File: src/design/ple_pkg.sv
package ple_pkg;

   // Default list depth
   localparam int CAPACITY_DEF = 64;

   // Command codes
   localparam logic [2:0] KIND_APPEND  = 3'd0;
   localparam logic [2:0] KIND_INSERT  = 3'd1;
   localparam logic [2:0] KIND_PREPEND = 3'd2;
   localparam logic [2:0] KIND_RM_HEAD = 3'd3;
   localparam logic [2:0] KIND_RM_TAIL = 3'd4;
   localparam logic [2:0] KIND_RM_AT   = 3'd5;

   // Status codes
   localparam logic [1:0] ST_DONE  = 2'd0;
   localparam logic [1:0] ST_EMPTY = 2'd1;
   localparam logic [1:0] ST_FULL  = 2'd2;

   typedef struct packed {
      logic [2:0] kind;
      logic [7:0] data_byte;
      logic [6:0] position;
   } req_type;

   typedef struct packed {
      logic [7:0] removed_byte;
      logic [1:0] status;
      logic [6:0] entries_now;
   } rsp_type;

endpackage

File: src/design/ple_store.sv
module ple_store
   import ple_pkg::*;
#(
   parameter int CAPACITY = CAPACITY_DEF,
   localparam int AW = (CAPACITY > 1) ? $clog2(CAPACITY) : 1
) (
   input  logic          clock,
   input  logic          wr_en,
   input  logic [AW-1:0] wr_addr,
   input  logic [7:0]    wr_data,
   input  logic [AW-1:0] rd_addr,
   output logic [7:0]    rd_data
);

   logic [7:0] mem [CAPACITY];
   logic [7:0] rd_data_ff;

   // One write port, one registered read port
   always_ff @(posedge clock) begin
      if (wr_en) begin
         mem[wr_addr] <= wr_data;
      end
      rd_data_ff <= mem[rd_addr];
   end

   assign rd_data = rd_data_ff;

endmodule

File: src/design/ple_seq.sv
module ple_seq
   import ple_pkg::*;
#(
   parameter int CAPACITY = CAPACITY_DEF,
   localparam int AW = (CAPACITY > 1) ? $clog2(CAPACITY) : 1,
   localparam int CW = $clog2(CAPACITY + 1),
   localparam int SW = (CW > 7) ? CW : 7
) (
   input  logic          clock,
   input  logic          reset,
   input  logic          start,
   input  req_type       req_payload,
   output logic          busy,
   output logic          rsp_valid,
   output rsp_type       rsp_payload,
   output logic          mem_wr_en,
   output logic [AW-1:0] mem_wr_addr,
   output logic [7:0]    mem_wr_data,
   output logic [AW-1:0] mem_rd_addr,
   input  logic [7:0]    mem_rd_data
);

   typedef enum logic [4:0] {
      S_IDLE = 5'b00001,
      S_RD   = 5'b00010,
      S_WR   = 5'b00100,
      S_PUT  = 5'b01000,
      S_TAKE = 5'b10000
   } state_type;

   localparam logic [CW-1:0] CAP_COUNT = CW'(CAPACITY);

   state_type     state_ff, state_in;
   logic [CW-1:0] count_ff, count_in;
   logic [AW-1:0] ptr_ff, ptr_in;
   logic [AW-1:0] bound_ff, bound_in;
   logic          ins_ff, ins_in;
   logic [7:0]    data_ff, data_in;
   logic [7:0]    removed_ff, removed_in;
   logic          rsp_valid_ff, rsp_valid_in;
   rsp_type       rsp_ff, rsp_in;

   logic          accept;
   logic [6:0]    slot;
   logic [SW-1:0] slot_ext, count_ext, last_ext;
   logic [CW-1:0] last;
   logic [AW-1:0] ins_idx, rm_idx;
   logic [AW-1:0] ptr_step;
   logic          more;

   assign accept = start && (state_ff == S_IDLE);
   assign busy   = (state_ff != S_IDLE);

   // Slot clamping against the current fill
   assign slot      = (req_payload.position == 7'd0) ? 7'd0 : req_payload.position - 7'd1;
   assign slot_ext  = SW'(slot);
   assign count_ext = SW'(count_ff);
   assign last      = count_ff - CW'(1);
   assign last_ext  = SW'(last);

   always_comb begin
      case (req_payload.kind)
         KIND_APPEND: ins_idx = AW'(count_ff);
         KIND_PREPEND: ins_idx = '0;
         default: ins_idx = (slot_ext < count_ext) ? AW'(slot_ext) : AW'(count_ff);
      endcase
      case (req_payload.kind)
         KIND_RM_HEAD: rm_idx = '0;
         KIND_RM_TAIL: rm_idx = AW'(last);
         default: rm_idx = (slot_ext < last_ext) ? AW'(slot_ext) : AW'(last);
      endcase
   end

   // Shared step unit: move the pointer one cell and test against the bound
   assign ptr_step = ins_ff ? (ptr_ff - AW'(1)) : (ptr_ff + AW'(1));
   assign more     = (ptr_step != bound_ff);

   // Memory port steering
   always_comb begin
      mem_wr_en   = 1'b0;
      mem_wr_addr = ptr_ff;
      mem_wr_data = mem_rd_data;
      mem_rd_addr = ptr_step;
      case (state_ff)
         S_IDLE: mem_rd_addr = rm_idx;
         S_WR: mem_wr_en = 1'b1;
         S_PUT: begin
            mem_wr_en   = 1'b1;
            mem_wr_addr = bound_ff;
            mem_wr_data = data_ff;
         end
         default: ;
      endcase
   end

   // Sequencer
   always_comb begin
      state_in     = state_ff;
      count_in     = count_ff;
      ptr_in       = ptr_ff;
      bound_in     = bound_ff;
      ins_in       = ins_ff;
      data_in      = data_ff;
      removed_in   = removed_ff;
      rsp_valid_in = 1'b0;
      rsp_in       = rsp_ff;
      case (state_ff)
         S_IDLE: begin
            if (accept) begin
               data_in = req_payload.data_byte;
               case (req_payload.kind) inside
                  KIND_APPEND, KIND_INSERT, KIND_PREPEND: begin
                     if (count_ff >= CAP_COUNT) begin
                        rsp_valid_in = 1'b1;
                        rsp_in       = '{removed_byte: 8'd0, status: ST_FULL,
                                         entries_now: 7'(count_ff)};
                     end else begin
                        ins_in   = 1'b1;
                        ptr_in   = AW'(count_ff);
                        bound_in = ins_idx;
                        state_in = (AW'(count_ff) != ins_idx) ? S_RD : S_PUT;
                     end
                  end
                  KIND_RM_HEAD, KIND_RM_TAIL, KIND_RM_AT: begin
                     if (count_ff == '0) begin
                        rsp_valid_in = 1'b1;
                        rsp_in       = '{removed_byte: 8'd0, status: ST_EMPTY,
                                         entries_now: 7'(count_ff)};
                     end else begin
                        ins_in   = 1'b0;
                        ptr_in   = rm_idx;
                        bound_in = AW'(last);
                        state_in = S_TAKE;
                     end
                  end
                  default: begin
                     rsp_valid_in = 1'b1;
                     rsp_in       = '{removed_byte: 8'd0, status: ST_DONE,
                                      entries_now: 7'(count_ff)};
                  end
               endcase
            end
         end
         S_TAKE: begin
            removed_in = mem_rd_data;
            if (ptr_ff != bound_ff) begin
               state_in = S_RD;
            end else begin
               count_in     = last;
               rsp_valid_in = 1'b1;
               rsp_in       = '{removed_byte: mem_rd_data, status: ST_DONE,
                                entries_now: 7'(last)};
               state_in     = S_IDLE;
            end
         end
         S_RD: state_in = S_WR;
         S_WR: begin
            ptr_in = ptr_step;
            if (more) begin
               state_in = S_RD;
            end else if (ins_ff) begin
               state_in = S_PUT;
            end else begin
               count_in     = last;
               rsp_valid_in = 1'b1;
               rsp_in       = '{removed_byte: removed_ff, status: ST_DONE,
                                entries_now: 7'(last)};
               state_in     = S_IDLE;
            end
         end
         S_PUT: begin
            count_in     = count_ff + CW'(1);
            rsp_valid_in = 1'b1;
            rsp_in       = '{removed_byte: 8'd0, status: ST_DONE,
                             entries_now: 7'(count_ff + CW'(1))};
            state_in     = S_IDLE;
         end
         default: state_in = S_IDLE;
      endcase
   end

   always_ff @(posedge clock) begin
      if (reset) begin
         state_ff     <= S_IDLE;
         count_ff     <= '0;
         rsp_valid_ff <= 1'b0;
      end else begin
         state_ff     <= state_in;
         count_ff     <= count_in;
         rsp_valid_ff <= rsp_valid_in;
      end
      ptr_ff     <= ptr_in;
      bound_ff   <= bound_in;
      ins_ff     <= ins_in;
      data_ff    <= data_in;
      removed_ff <= removed_in;
      rsp_ff     <= rsp_in;
   end

   assign rsp_valid   = rsp_valid_ff;
   assign rsp_payload = rsp_ff;

   // A result is only issued while the sequencer is idle
   a_rsp_idle: assert property (@(posedge clock) disable iff (reset)
      rsp_valid_ff |-> state_ff == S_IDLE)
      else $error("result strobe while sequencer busy");

   // Fill never exceeds the capacity
   a_count_cap: assert property (@(posedge clock) disable iff (reset)
      count_ff <= CAP_COUNT)
      else $error("entry count beyond capacity");

   // A shift step is never issued once the pointer has reached its bound
   a_shift_bound: assert property (@(posedge clock) disable iff (reset)
      state_ff == S_RD |-> ptr_ff != bound_ff)
      else $error("shift step past bound");

   // The fill only moves together with a result
   a_count_rsp: assert property (@(posedge clock) disable iff (reset)
      !$past(reset) && count_ff != $past(count_ff) |-> rsp_valid_ff)
      else $error("entry count changed without a result");

endmodule

File: src/design/positional_list_engine_top.sv
// Positional list engine: keeps an ordered list of up to CAPACITY bytes in a
// single-port-pair memory and runs one command at a time (append, prepend,
// insert at a 1-based position, remove head, tail or at a position). A command
// transfers on a clock edge with start high and busy low; busy then stays high
// while the sequencer shifts entries one cell per read/write pair. Exactly one
// result per command is shown on rsp_payload for a single cycle with rsp_valid
// high: in the cycle busy falls, or in the cycle after the transfer for refused
// or unused commands, which never raise busy. The receiver cannot stall it and
// must capture it then.
module positional_list_engine_top
   import ple_pkg::*;
#(
   parameter int CAPACITY = CAPACITY_DEF
) (
   input  logic    clock,
   input  logic    reset,
   input  logic    start,
   input  req_type req_payload,
   output logic    busy,
   output logic    rsp_valid,
   output rsp_type rsp_payload
);

   localparam int AW = (CAPACITY > 1) ? $clog2(CAPACITY) : 1;

   logic          mem_wr_en;
   logic [AW-1:0] mem_wr_addr;
   logic [7:0]    mem_wr_data;
   logic [AW-1:0] mem_rd_addr;
   logic [7:0]    mem_rd_data;

   // Command sequencer with the shared pointer step unit
   ple_seq #(.CAPACITY(CAPACITY)) u_seq (
      .clock       (clock),
      .reset       (reset),
      .start       (start),
      .req_payload (req_payload),
      .busy        (busy),
      .rsp_valid   (rsp_valid),
      .rsp_payload (rsp_payload),
      .mem_wr_en   (mem_wr_en),
      .mem_wr_addr (mem_wr_addr),
      .mem_wr_data (mem_wr_data),
      .mem_rd_addr (mem_rd_addr),
      .mem_rd_data (mem_rd_data)
   );

   // List storage
   ple_store #(.CAPACITY(CAPACITY)) u_store (
      .clock   (clock),
      .wr_en   (mem_wr_en),
      .wr_addr (mem_wr_addr),
      .wr_data (mem_wr_data),
      .rd_addr (mem_rd_addr),
      .rd_data (mem_rd_data)
   );

endmodule

File: config.mk
export PLATFORM = sky130hd
export DESIGN_NAME = positional_list_engine_top
export DESIGN_NICKNAME = d
export VERILOG_FILES = /design/src/design/ple_pkg.sv /design/src/design/ple_store.sv /design/src/design/ple_seq.sv /design/src/design/positional_list_engine_top.sv
export SDC_FILE = /design/constraint.sdc
export NUM_CORES = 1
export LEC_CHECK = 0
export BUFFER_PORTS_ARGS = -buffer_cell sky130_fd_sc_hd__buf_2
export CORE_UTILIZATION = 60
export CTS_BUF_LIST = sky130_fd_sc_hd__clkbuf_16
export CTS_CLUSTER_SIZE = 40
export DETAILED_ROUTE_END_ITERATION = 10
export PLACE_DENSITY = 0.88
export SYNTH_ARGS = -nofsm -noshare
export SYNTH_HDL_FRONTEND = slang
export SYNTH_SLANG_ARGS = --single-unit
File: constraint.sdc
create_clock -name clock -period 8.9 [get_ports clock]
set_input_delay 1.78 -clock clock [delete_from_list [all_inputs] [get_ports clock]]
set_output_delay 1.78 -clock clock [all_outputs]
set_load 0.005 [all_outputs]
== Word-level counts from Yosys, hierarchy flattened ==
Memory sizes are Yosys's and may differ from the RTL's. A register that Yosys moved wholly into a read port is not among the register bits.
Index checks and enable logic that the tools add are counted.
Widths: inputs -> output; s select.

* Register bits: 59
* RAM bits: 512
* Input bits: 21
* Output and inout port bits: 19
* Word-level logic and storage cells: 120
* Memories kept: 1

{| class="wikitable"
|+ Memories
! memory !! words !! width !! read ports !! clocked after Yosys merged registers in !! wr ports !! line !! source
|-
| u_store.mem || 64 || 8 || 1 || 1 || 1 || ple_store.sv:15 || <nowiki>logic [7:0] mem [CAPACITY];</nowiki>
|}

* Add/sub/neg operators: 5
* $lt $le $gt $ge: 3
* Equal/unequal tests: 25
* Muxes and demuxes: 58
* Reductions and logical operators: 17

{| class="wikitable"
|+ Operators by type and width
! kind !! count
|-
| $mux 17 || 8
|-
| $mux 6 || 14
|-
| $pmux 17 s4 || 1
|-
| $pmux 6 s2 || 3
|-
| $mux 5 || 6
|-
| $mux 7 || 4
|-
| $pmux 7 s3 || 1
|-
| $pmux 5 s4 || 1
|-
| $ne 6x6->1 || 3
|-
| $mux 1 || 15
|-
| $logic_not 7->1 || 2
|-
| $lt 7x7->1 || 2
|-
| $sub 7x1->7 const B || 2
|-
| $ne 3x3->1 const B || 4
|-
| $ne 2x2->1 const B || 5
|-
| $reduce_and 5->1 || 2
|-
| $mux 4 || 2
|-
| $mux 8 || 1
|-
| $reduce_and 4->1 || 2
|-
| $add 7x1->7 const B || 1
|-
| $ge 7x7->1 const B || 1
|-
| $reduce_and 7->1 || 1
|-
| $add 6x1->6 const B || 1
|-
| $eq 3x2->1 const B || 2
|-
| 21 further kinds || 24
|}

== Logic depth before layout (Yosys ltp) ==
Gate-level depths: netlist of the first run.

* Word-level depth: 11
* Depth in mapped cells: 20
* Gate-level depth less buffers: 15

== Modules after synthesis ==
A second synthesis of the first run with hierarchy kept.

* Cell total of the unflattened synthesis: 1360
* Area total of the unflattened synthesis: 24254.5 µm²

{| class="wikitable"
|+ Modules (own cells, without submodules)
! module !! instances !! cells an instance !! area each (µm²) !! sequential area each (µm²)
|-
| ple_store || 1 || 940 || 20166.8 || 15534.9
|-
| ple_seq || 1 || 420 || 4087.7 || 1641.6
|}

== Worst setup path after synthesis of the first run ==
OpenSTA, ideal clock, no wires.

* Path type: input-to-reg
* From: in req_payload[0] in the netlist's numbering
* To: reg u_store.rd_data_ff[0] (netlist: u_store.rd_data[0]) (read register of u_store.mem)
* Library setup time: 88 ps
* Data arrival time: 5390 ps
* Required time: 8812 ps
* Setup slack: 3422 ps
* Stages: 17
* Buffers on the path: 2
* Cell sequence: inv_1 -> ha_1 -> nor3b_1 -> and2_0 -> nor2_1 -> ha_1 -> a211oi_2 -> o21ai_2 -> or3_4 -> a32o_1 -> buf_4 -> buf_6 -> mux2i_1 -> a32o_1 -> a221oi_1 -> o22ai_1 -> nor4_2

* Word-level cells in the longest chain between the ends: 6
* Elaborated cells on any way between the ends: 7
* Those cells by class: add/sub (1); order compare (1); mux (4); reduce/logical (1)

{| class="wikitable"
|+ RTL lines
! item !! line !! source
|-
| from (decl) || positional_list_engine_top.sv:18 || <nowiki>input req_type req_payload,</nowiki>
|-
| $sub 7x1->7 / $logic_not 7->1 (equally long branches) || ple_seq.sv:55 || <nowiki>assign slot = (req_payload.position == 7'd0) ? 7'd0 : req_payload.position - 7'd1;</nowiki>
|-
| $mux 7 * || ple_seq.sv:55 ||
|-
| $lt 7x7->1 || ple_seq.sv:70 || <nowiki>default: rm_idx = (slot_ext < last_ext) ? AW'(slot_ext) : AW'(last);</nowiki>
|-
| $mux 6 * || ple_seq.sv:70 ||
|-
| $pmux 6 s2 * || ple_seq.sv:67 || <nowiki>case (req_payload.kind)</nowiki>
|-
| $mux 6 * || ple_seq.sv:84 || <nowiki>case (state_ff)</nowiki>
|-
| to (decl) || ple_store.sv:16 || <nowiki>logic [7:0] rd_data_ff;</nowiki>
|}

Every way passes the cells marked *; elsewhere a longest branch is shown, timed or not.
A chain may end at the register's enable or synchronous reset.

== Final worst setup path of the first run ==
* From: in req_payload[0] in the netlist's numbering
* To: reg u_store.rd_data_ff[4] (netlist: u_store.rd_data[4]) (read register of u_store.mem)

Same word-level chain as after synthesis.

==> results.cfg, run 1 <==
[run_status]
status = completed

[detailed_routing]
drtAntennaViolNets = 0
vias_per_cell = 6.91
dr.pass1.iters = 8
wire_per_inst_um = 26.7
dr_total_vias = 15719
drt_iter0_markers = 2340
route.detailed.drc = 0
wirelength_um = 60700

[grt]
grt.busiest_layer = met2
grt_overflow = 0
grt_use_met2_pct = 45.8
grt_max_degree = 91
grt.met3_usage_pct = 7.91
antenna_found_initial = 0
grt_pass1_wl_um = 92100
grt_pass1_vias = 15183
grt_use_met1_pct = 40.0
grt_use_total_pct = 29.5

[sta]
max_slew.worst_pin.slew_ns = 1.29
maxSlewViolCount = 0
skew_ns = 0.0232
setup_violations = 0
slew_headroom_pct = 13.7
period_minus_slack_ns = 6.85
finalCritPeriodShare_pct = 76.9
hold_viol_final = 0
grt_setup_unrepaired = no
max_freq_ghz = 0.146
fin_setup_tns_ns = 0

[place]
port_buffers = 39
placed_cells = 2178
place_congestion = 0.911
dpl.hpwl_um = 36700

[power_and_ir_drop]
intPower_mw = 5.04
combPwrFrac_pct = 17.6
peakVddDrop_mv = 0.203
switching_share_pct = 27.9
clockPowerShare_pct = 33.5
seqPwrFrac_pct = 48.9
p_sw_mw = 1.95
p_per_area_nw_per_um2 = 258
p_leak_nw = 9.07

[layout]
seq_area_um2 = 17200
post-route-util_pct = 67.3
antenna-diode-count = 0
drive_gt1_share_pct = 11.5
area_growth_pct = 9.57
multi_input_area_um2 = 7010
fin_nets = 1740
stdcell_count = 2275
fillers = 2535

[logic_synthesis]
async_reset_ff_share_pct = 0
synthTopCellsByArea = edfxtp_1, mux2i_1, nand2_1, a32o_1, a221oi_1
syn_area_um2 = 24700
yosys_warnings = 0
synth_edf_count = 558
syn_avg_cell_area_um2 = 14.6
ys_seq_elements = 579
synth_largest_area_cell = edfxtp_1
synth_flop_cell = edfxtp_1
synth_top_area_share_pct = 67.8
synth_cell_types = 86
yosysMostFrequentCell = edfxtp_1
synthTopCellsByCount = edfxtp_1, nand2_1, mux2i_1, nor2_1, a32o_1
yosysSeqAreaShare_pct = 69.6
synthCells = 1690
syn_nets = 1721

[flow_run]
max_cap_violations = 0

[clock_tree]
htree_levels = 2
cts_tree = done
cts_resized = 0
cts_setup_buffers = 0
cts_buffers = 54
root_buffer = clkbuf_16
clkSlewWorstSetupHoldPaths_ns = 0.07
cts_buffer_depth = 3
clk_latency_ns = 0.62
clock-sinks = 579
cts_hold_buf = 0

[floorplanning]
chipHeight_um = 205
core-area_um2 = 40200
io_pins = 40
num_rows = 73
start_util_pct = 61.5
dieArea_um2 = 42000
die_w_um = 205

[critical_path]
critPathLaunchType = input pin
path_buf_inv = 3
cp_slowest_cell = a32oi_4
worst_setup_path_end_kind = flop
worstPathArrival_ns = 7.38
critical_path_class = input pin to flop
cp.required_ns = 9.43
path_max_fanout = 32
cp_common_cell = ha_1
path_delay_family = compound AO/OA/AOI/OAI gates
slowest_delay_ns = 1.04
path_cells = buf_2 -> inv_1 -> ha_1 -> nor3b_1 -> and2_0 -> nor2_1 -> ha_1 -> a211oi_2 -> o21ai_2 -> or3_4 -> a32oi_4 -> buf_4 -> nand2_1 -> a32o_1 -> a221oi_1 -> o22ai_1 -> nor4_2

[min_path]
min_path_type = flop to flop
==> path summary, 6_finish.rpt <==
| kind | startpoint | endpoint | slack [ns] | cells after the start |
|---|---|---|---|---|
| min | u_seq.removed_ff[4]$_DFFE_PP_ | u_seq.rsp_payload[13]$_DFFE_PP_ | 0.56 | 1 |
| max | req_payload[0] | u_store.rd_data[4]$_DFF_P_ | 2.05 | 17 |
| max reg2reg | u_seq.count_ext[0]$_SDFFE_PP0P_ | u_store.rd_data[4]$_DFF_P_ | 2.63 | 16 |
| min reg2reg | u_seq.removed_ff[4]$_DFFE_PP_ | u_seq.rsp_payload[13]$_DFFE_PP_ | 0.56 | 1 |
==> cells by family (layout without fill, tap and decap cells) <==
logic type,Yosys count,after routing,share of synthesized area [%]
DFF,579,579,69.6
and+or+nand+nor,453,453,8.21
AOI/OAI and AO/OA,323,323,10.7
muxes,179,179,7.37
buffers and inverters,112,172,2.38
xor gates and xnor gates,31,31,1.10
adders and majority gates,13,13,0.664
==> final cells by class <==
class                           instances  area share (%)
Clock inverter                         43            1.63
Inverter                               17           0.236
Clock buffer                           54            4.99
Multi-Input combinational cell        999            25.9
Sequential cell                       579            63.5
Tap cell                              525            2.43
Timing Repair Buffer                   58            1.34
==> cell usage in the layout (no fill, tap or decap), drive strengths merged, types with 6 or more instances in the layout <==
master,instances
xor2,9
nor4,10
o22ai,32
edfxtp,558
a32o,57
mux2i,175
clkinv,22
o21ai,27
or3,9
a221oi,68
a22o,10
a22oi,13
a21o,7
nand3b,6
nand2b,9
a21oi,55
nand2,225
and2,8
nand3,18
buf,58
nor2,127
clkbuf,54
inv,27
xnor2,22
dfxtp,21
bufinv,8
nor3,16
ha,9
and3,6
==> state kept, by name, summed over array words and instances (netlist names) <==
name / flops
u_seq.rsp_payload: 17
u_seq.bound_ff: 6
u_seq.state_ff: 5
u_store.rd_data: 8
u_seq.rsp_valid: 1
u_seq.ins_ff: 1
u_seq.ptr_ff: 6
u_store.mem: 512
u_seq.removed_ff: 8
u_seq.data_ff: 8
u_seq.count_ext: 7
==> routing by layer <==
metal | vias to the layer above | routed length (um)
met5 | - | 0
met3 | 203 | 7540
li1 | 6631 | -
met2 | 1208 | 28300
met1 | 7677 | 22300
met4 | 0 | 2590
==> power by group through the flow <==
stage / logic [mW] / registers [mW] / clock network (mW)
after floorplan: 0.782 / 3.45 / 0
after global placement: 1.14 / 3.47 / 0
after detailed placement: 1.19 / 3.47 / 0
after CTS: 1.20 / 3.41 / 2.34
after global routing: 1.29 / 3.42 / 2.44
final: 1.23 / 3.42 / 2.34
==> worst register-to-register path, cell delays in order, from the launching register on <==
cell,delay (ns)
dfxtp_1,0.72
inv_1,0.23
ha_1,0.36
nand2b_1,0.20
nor2_1,0.08
xnor2_1,0.32
a22o_1,0.31
a211oi_2,0.46
o21ai_2,0.20
or3_4,0.39
a32oi_4,1.04
buf_4,0.52
nand2_1,0.18
a32o_1,0.28
a221oi_1,0.27
o22ai_1,0.32
nor4_2,0.33
==> stage by stage <==
| step | instance area, um2 | hold slack [ns] | power, mW | setup WS (ns) |
|---|---|---|---|---|
| floorplan | 24700 | 0.430 | 4.23 | 3.42 |
| global placement | 25300 | 0.518 | 4.61 | 1.87 |
| detailed placement | 25300 | 0.521 | 4.66 | 1.68 |
| CTS | 27100 | 0.556 | 6.95 | 2.22 |
| global route | 27100 | 0.570 | 7.14 | 1.83 |
| finish | 27100 | 0.560 | 6.99 | 2.05 |
No activity file was read; power rests on OpenSTA's default activity.
==> run 2: changes to the inputs <==
--- a/config.mk
+++ b/config.mk
@@ -6,11 +6,11 @@
 export NUM_CORES = 1
 export LEC_CHECK = 0
 export BUFFER_PORTS_ARGS = -buffer_cell sky130_fd_sc_hd__buf_2
-export CORE_UTILIZATION = 60
+export CORE_UTILIZATION = 57
 export CTS_BUF_LIST = sky130_fd_sc_hd__clkbuf_16
 export CTS_CLUSTER_SIZE = 40
 export DETAILED_ROUTE_END_ITERATION = 10
-export PLACE_DENSITY = 0.88
+export PLACE_DENSITY = 0.87
 export SYNTH_ARGS = -nofsm -noshare
 export SYNTH_HDL_FRONTEND = slang
 export SYNTH_SLANG_ARGS = --single-unit
==> constraint.sdc (replaced) <==
create_clock -name clock -period 5.5 [get_ports clock]
set_input_delay 1.1 -clock clock [delete_from_list [all_inputs] [get_ports clock]]
set_output_delay 1.1 -clock clock [all_outputs]
set_load 0.005 [all_outputs]
==> run 2 against run 1 <==
Largest power group unchanged. Total power increased by 61%. Sequential share of layout area decreased by 1.0 points. Count of clock-buffer cells in the layout is the same. Die area increased by 5.2%. Clock power rose by 54%. Highest routed layer unchanged. Wire length is 0.57% higher. Worst hold slack better by 0.0020 ns.
==> results.cfg, run 2 (same netlist as run 1, synthesis figures left out) <==
[layout]
top_register = u_store.mem
area_growth_pct = 11.4
final_cell_mix = edfxtp_1, nand2_1, mux2i_1
seq_area_um2 = 17200
post-route-util_pct = 65.0
multi_input_area_um2 = 7010
antenna-diode-count = 0
fin_nets = 1787
drive_gt1_share_pct = 13.6
largest_reg_flops = 512
fillers = 2798
final_common_cell = edfxtp_1

[place]
place_congestion = 0.945
port_buffers = 39
dpl.hpwl_um = 38300
dp_slack_ns = -0.170

[clock_tree]
htree_levels = 2
cts_buffers = 54
clock-sinks = 579
cts_hold_buf = 0
root_buffer = clkbuf_16
cts_tree = done
cts_buffer_depth = 3
cts_setup_buffers = 0
clk_latency_ns = 0.63
clkSlewWorstSetupHoldPaths_ns = 0.06
cts_resized = 0

[sta]
setup_violations = 0
period_minus_slack_ns = 5.17
hold_viol_final = 0
max_slew.worst_pin.slew_ns = 1.40
slew_headroom_pct = 6.39
holdWs_ns = 0.562
grt_setup_unrepaired = no
finalCritPeriodShare_pct = 94.0
skew_ns = 0.0211
maxSlewViolCount = 0
finalWorstSetupSlack_ns = 0.331
max_freq_ghz = 0.193
fin_setup_tns_ns = 0

[power_and_ir_drop]
totalPowerFinal_mw = 11.3
peakVddDrop_mv = 0.306
p_per_area_nw_per_um2 = 409
p_leak_nw = 9.30

[detailed_routing]
dr.pass1.iters = 9
drtAntennaViolNets = 0
route.detailed.drc = 0
wire_per_inst_um = 25.7
drt_iter0_markers = 2221
dr_total_vias = 15808
vias_per_cell = 6.65
wirelength_um = 61100

[floorplanning]
start_util_pct = 58.4
die_w_um = 210
num_rows = 75
io_pins = 40
chipHeight_um = 210
dieArea_um2 = 44200
core-area_um2 = 42300

[critical_path]
worstSetupStartpoint = req_payload[0]
cp.required_ns = 6.04
crit_end = u_store.rd_data[1]$_DFF_P_
ff2ff_setup_slack_ns = 0.44
worst_setup_path_end_kind = flop
worstPathArrival_ns = 5.71
critical_path_class = input pin to flop
path_max_fanout = 26
r2r-end = u_store.rd_data[1]$_DFF_P_
rr_startpoint = u_seq.count_ext[1]$_SDFFE_PP0P_
critPathLaunchType = input pin
rr_worst_depth = 17

[min_path]
min_path_type = flop to flop

[grt]
grt_use_total_pct = 27.8
grt_max_degree = 65
grt_overflow = 0
grt_pass1_vias = 15236
grt_pass1_wl_um = 92200
antenna_found_initial = 0

[run_status]
status = completed

[flow_run]
max_cap_violations = 0
==> run 2: changes by cell type in the layout (fill, tap and decap cells not counted), sizes merged <==
cell,previous run,this run
inv,27,30
clkinv,22,25
buf,58,105
bufinv,8,4
==> run 2: per-layer routing <==
layer / vias to the layer above / track usage (%) / part of all wire (%) / routed length, um
met3: 186 / 6.03 / 12 / 7150
li1: 6737 / - / - / -
met5: - / 0 / 0 / 0
met2: 1162 / 44.6 / 48 / 29200
met4: 0 / 10.5 / 3.7 / 2270
met1: 7723 / 37.3 / 37 / 22500
==> run 2: metrics by stage <==
| stage | area, um2 | cells |
|---|---|---|
| after floorplan | 24700 | 1690 |
| after global placement | 25800 | 2277 |
| after detailed placement | 25800 | 2277 |
| after CTS | 27500 | 2376 |
| after global routing | 27500 | 2376 |
| final | 27500 | 2376 |
==> run 2: area by class of cell <==
class                      instances  area share [%]
clock inverter                    45            1.27
tap                              577            2.63
inverter                          17           0.232
multi-input combinational        999            25.5
clock buffer                      54            4.91
sequential                       579            62.5
timing repair buffer             105            3.01
==> run 2: worst min-delay path by stage <==
stage                                              from                               to  depth (start not counted)
after floorplan              u_store.rd_data[0]$_DFF_P_    u_seq.removed_ff[0]$_DFFE_PP_                          0
after global placement    u_seq.removed_ff[5]$_DFFE_PP_  u_seq.rsp_payload[14]$_DFFE_PP_                          1
after detailed placement  u_seq.removed_ff[2]$_DFFE_PP_  u_seq.rsp_payload[11]$_DFFE_PP_                          1
after CTS                 u_seq.removed_ff[7]$_DFFE_PP_  u_seq.rsp_payload[16]$_DFFE_PP_                          1
after global routing         u_store.rd_data[6]$_DFF_P_    u_seq.removed_ff[6]$_DFFE_PP_                          0
final                     u_seq.removed_ff[7]$_DFFE_PP_  u_seq.rsp_payload[16]$_DFFE_PP_                          1
==> run 2: critical path, cell delays in order <==
cell      delay, ns
buf_2          0.12
inv_1          0.09
ha_1           0.20
or3b_1         0.44
or3_1          0.44
maj3_2         0.37
a21oi_2        0.27
o21ai_2        0.13
or3_4          0.38
a32o_4         0.45
buf_12         0.23
buf_4          0.21
mux2i_1        0.14
a32o_1         0.20
a221oi_1       0.52
o22ai_1        0.17
nor4_2         0.25
==> run 2: power by group <==
| part | switching [mW] | internal (mW) | total, mW |
|---|---|---|---|
| combinational | 1.48 | 0.637 | 2.12 |
| clock | 1.62 | 1.98 | 3.60 |
| sequential | 0.0887 | 5.45 | 5.54 |
| total | 3.19 | 8.07 | 11.3 |
